File: src/hw/rtl/bgf_ram.sv
// ----------------------------------------------------------------------------
// bgf_ram
// Simple dual-port RAM: one write port, one read port, registered read data.
// ----------------------------------------------------------------------------
`default_nettype none

module bgf_ram #(
    parameter int WIDTH = 8,
    parameter int DEPTH = 64
) (
    input  wire logic                                  aclk,
    input  wire logic                                  we,
    input  wire logic [(DEPTH > 1 ? $clog2(DEPTH) : 1)-1:0] waddr,
    input  wire logic [WIDTH-1:0]                      wdata,
    input  wire logic [(DEPTH > 1 ? $clog2(DEPTH) : 1)-1:0] raddr,
    output logic      [WIDTH-1:0]                      rdata
);

    logic [WIDTH-1:0] mem [DEPTH];

    // Write, and register the read data
    always_ff @(posedge aclk) begin
        if (we) begin
            mem[waddr] <= wdata;
        end
        rdata <= mem[raddr];
    end

endmodule

`default_nettype wire

File: config.mk
export PLATFORM = sky130hd
export DESIGN_NAME = bgf_ram
export DESIGN_NICKNAME = d
export VERILOG_FILES = /design/src/hw/rtl/bgf_ram.sv
export SDC_FILE = /design/constraint.sdc
export NUM_CORES = 1
export LEC_CHECK = 0
export ABC_AREA = 1
export BUFFER_PORTS_ARGS = -buffer_cell sky130_fd_sc_hd__buf_2
export CAP_MARGIN = 10
export CORE_MARGIN = 3
export CORE_UTILIZATION = 40
export DETAILED_ROUTE_END_ITERATION = 8
export GPL_ROUTABILITY_DRIVEN = 0
export HOLD_SLACK_MARGIN = 0.05
export PLACE_DENSITY = 0.62
export SKIP_CTS_REPAIR_TIMING = 1
export SLEW_MARGIN = 15
export SYNTH_ARGS = -nofsm -noshare
export SYNTH_HDL_FRONTEND = slang
export SYNTH_SLANG_ARGS = --single-unit
File: constraint.sdc
create_clock -name aclk -period 4.47 [get_ports aclk]
set_input_delay 0 -clock aclk [delete_from_list [all_inputs] [get_ports aclk]]
set_output_delay 0 -clock aclk [all_outputs]
set_load 0.005 [all_outputs]
# Yosys cells after proc, flatten, opt, wreduce, memory -nomap -nowiden
# Memory sizes are Yosys's and may differ from the RTL's. A register that Yosys moved wholly into a read port is not among the register bits.
# Cells that the tools add are included.
# classes
n_addsub,0
mul,0
div,0
n_lt_le_gt_ge,0
n_eq_ne,0
n_shift,0
muxes,2
bitwise,0
reduce_logical,0
# ops
op,n
2-to-1 mux 1 bit,2
# totals
register_bits,0
latch_bits,0
mem_bits_rw,512
mem_bits_ro,0
inputBits,22
out_inout_bits,8
word_cells,3
mem_count,1
# memory_table
memory,depth,word_bits,rd,rd_ports_with_merged_regs,write_ports,line_no,rtl
mem,64,8,1,1,1,19,logic [WIDTH-1:0] mem [DEPTH];

# Logic depth before layout (Yosys ltp)
# logic_depth
depth_word,2
ltp_mapped,12
ltp_nobuf,9

# Worst setup path before layout
# OpenSTA, ideal clock, no wires.
# synth_timing
path_type,input-to-reg
startpoint,input we
endpoint,memory mem[48][0] (enable)
setup_time_ns,0.395
t_arrival_ns,1.371
path_slack_ns,2.704
cell_stages,3
n_path_buf,1
cell_sequence,clkbuf_1 nand4_1 nor4_1
# synth_via
elab_chain_len,2
# synth_rtl
element,line_no,rtl
"start, declared",12,"input wire logic we,"
2-to-1 mux 1 bit,23,if (we) begin
2-to-1 mux 1 bit (implied by the code),24,mem[waddr] <= wdata;
"end, declared",19,
# No other way between the ends.

# Worst setup path after layout
# layout_timing
startpoint,input waddr[1] (netlist name)
endpoint,memory mem[28][7] (enable)
# layout_rtl
element,line_no,rtl
"start, declared",13,"input wire logic [(DEPTH > 1 ? $clog2(DEPTH) : 1)-1:0] waddr,"
# No word-level cell before the write port.

==> summary.md <==
| Metric | Value |
|---|---|
| Outcome | `complete, no violations` |
| TritonCTS Buffers | `52` |
| Static Leak | `8.37 nW` |
| WL per Instance | `between 20 and 25 µm` |
| DP Area | `between 20,000 and 25,000 µm²` |
| Area leader, netlist | `edfxtp_1` |
| Slew Limit Fails | `0` |
| Fillers | `4,751` |
| Mux cell area share after synthesis | `0%` |
| GR Overflow Total | `0` |
| Slew margin rel. | `between 20% and 30%` |
| Max frequency | `between 0.4 and 0.5 GHz` |
| Critical-path top delay cell | `nor2_1` |
| Skew-Pair Late Insertion Delay | `590 ps` |
| First-pass GRT wire length | `approximately 81,000 µm` |
| Post-Synth XOR/XNOR Area | `0%` |
| Most frequent cells in the layout | `648 x nand2_1, 512 x edfxtp_1, 439 x nand3_1` |
| Syn-to-layout area delta | `10.3%` |
| Mapped Cells | `between 1,500 and 2,000` |
| Unique masters post-synth | `16` |
| Ant diodes | `0` |
| Post-synthesis adder-cell area fraction | `0%` |
| Min cycle time layout | `between 2000 and 2500 ps` |
| Max cap viols | `0` |
| Share of cells above drive strength 1 | `roughly 7.3%` |
| Mapped cell area | `around 21,000 µm²` |
| Fin. Hold Viols | `0` |
| Clock Skew | `around 8.4 ps` |
| Post-synthesis register bit count | `520` |
| Post-route cell area | `around 24,000 µm²` |
| Critical Path AT | `approximately 2700 ps` |
| Critical path data required time | `around 4700 ps` |
| Max stage delay on crit path | `970 ps` |
| Core ar. | `52,700 µm²` |
| Syn_area_per_cell | `around 12 µm²` |
| Tot GR Track Use | `18.9%` |
| Row count | `between 80 and 90` |
| PwrDens | `between 400 and 500 nW/µm²` |
| Worst-margin pin slew | `1170 ps` |
| Synth Warn # | `0` |
| Compound-Gate Fraction of Synth Area | `0%` |
| Post-synthesis sequential area ratio | `72.8%` |
| Crit-path cells | `dlygate4sd3_1, buf_2, inv_1, nand4_1, nor2_1` |
| Max IR drop VDD | `~0.27 mV` |
| Largest family of logic cells by synthesized area | `simple AND/OR/NAND/NOR gates` |
| Syn nets | `1,827` |
| Commonest non-fill, non-tap cell in the layout | `nand2_1` |
| Crit path launch type | `input pin` |
| Die Height | `roughly 240 µm` |
| Post-synth top area share | `roughly 70%` |
| Synth Area in Simple Gates | `between 20% and 30%` |
| 1st-pass router iterations | `5` |
| Clock Sinks | `520` |
| I/O pin count | `30` |
| Nets | `1,831` |
| Buffers on Ports | `29` |
| DP HPWL | `between 20,000 and 30,000 µm` |
| Clock buffer depth | `3` |
| H-tree levels | `2` |
| Die area | `about 56,000 µm²` |
| Final period util | `a little under three fifths` |
| DR vias/cell | `5.42` |
| DRC | `0` |
| CP Capture Type | `flip-flop` |
| Critical path type | `input pin to flip-flop` |
| Final setup vio count | `0` |
| Antenna violations before repair | `0` |
| Initial DRC Count | `1,535` |
| Final wirelength | `about 54,000 µm` |
| CTS tree | `built` |
| Initial Util | `a little over 40%` |
| Pin count of the biggest net entering global routing | `119` |
| Routed Antenna Nets | `0` |
| Reg2Reg Depth | `8` |
| Post-layout util | `44.7%` |
| Critical Path Fanout Max | `9` |
| Clock slew at reported path FFs | `60 ps` |
| Synth area leaders | `edfxtp_1 72%, nand2_1 11%, nand3_1 10%, buf_6 1.8%, nor2_1 0.99%` |
| Unrepaired setup endpoints after global routing | `false` |
| Number of global-route vias before repair | `around 13,000` |
| Chip Width | `237 µm` |
| Hold Path Depth | `2` |
| Hold Crit Class | `input pin to flip-flop` |
| CTS Root Cell | `clkbuf_16` |
| Vias | `between 10,000 and 15,000` |
| Total negative slack | `0 ps` |
==> per-stage QoR <==
| step | hold slack (ps) | total power, mW | setup WS [ps] | instances |
|---|---|---|---|---|
| finish | 123 | 10.4 | 1990 | 2539 |
| global placement | 377 | 6.12 | 1750 | 2436 |
| detailed placement | 369 | 6.13 | 1760 | 2436 |
| floorplan | 98.9 | 5.89 | 2700 | 1805 |
| CTS | -261 | 10.5 | 2390 | 2532 |
| global route | 142 | 10.8 | 1970 | 2539 |
==> where the power goes <==
part           switching, mW  leakage [nW]  internal [mW]  total (mW)
registers             0.0196          4.67           5.40        5.42
logic                  0.467          2.86          0.146       0.613
clock network           1.80         0.842           2.59        4.38
total                   2.28          8.37           8.13        10.4
==> final cells by class <==
type	instances	area, µm²	area share [%]
clock buffer	72	1440	6.11
clock inverter	24	268	1.14
timing repair buffer	63	429	1.82
multi-input combinational	1160	4950	21.0
tap	688	861	3.66
sequential	520	15500	66.0
inverter	12	55.1	0.234
==> logic make-up after synthesis <==
| group | after synthesis |
|---|---|
| DFF | 520 |
| buffers and inverters | 125 |
| and+or+nand+nor | 1160 |
==> routing by layer <==
metal | track usage (%) | share of wire, % | vias up | wire length, µm
met5 | 0 | 0 | - | 0
met4 | 5.20 | 2.6 | 0 | 1370
met3 | 3.72 | 8.2 | 86 | 4400
met2 | 29.2 | 46 | 562 | 24600
met1 | 27.4 | 43 | 6763 | 23300
li1 | - | - | 6352 | -
==> Yosys cell counts <==
cell,number
buf_1,10
buf_2,37
buf_4,14
buf_6,35
buf_8,2
clkbuf_1,15
dfxtp_1,8
edfxtp_1,512
inv_1,10
inv_2,1
inv_6,1
nand2_1,648
nand3_1,439
nand4_1,9
nor2_1,56
nor4_1,8
==> worst paths after layout <==
| kind | startpoint | endpoint | slack [ps] |
|---|---|---|---|
| hold reg to reg | mem[20][7] | rdata[7] | 810 |
| setup reg to reg | mem[35][2] | rdata[2] | 2940 |
| hold / removal | wdata[5] | mem[11][5] | 120 |
| setup / recovery | waddr[1] | mem[28][7] | 1990 |
==> sequential cells by signal, indices dropped and copies added (netlist names) <==
| register | flops |
|---|---|
| mem | 512 |
| rdata | 8 |
==> worst max-delay path: cells and delay by family <==
| kind | cells | cell delay, ps |
|---|---|---|
| buffers and inverters | 3 | 930 |
| and+or+nand+nor | 2 | 1750 |
Note: power is estimated with default switching activity, not from simulation.
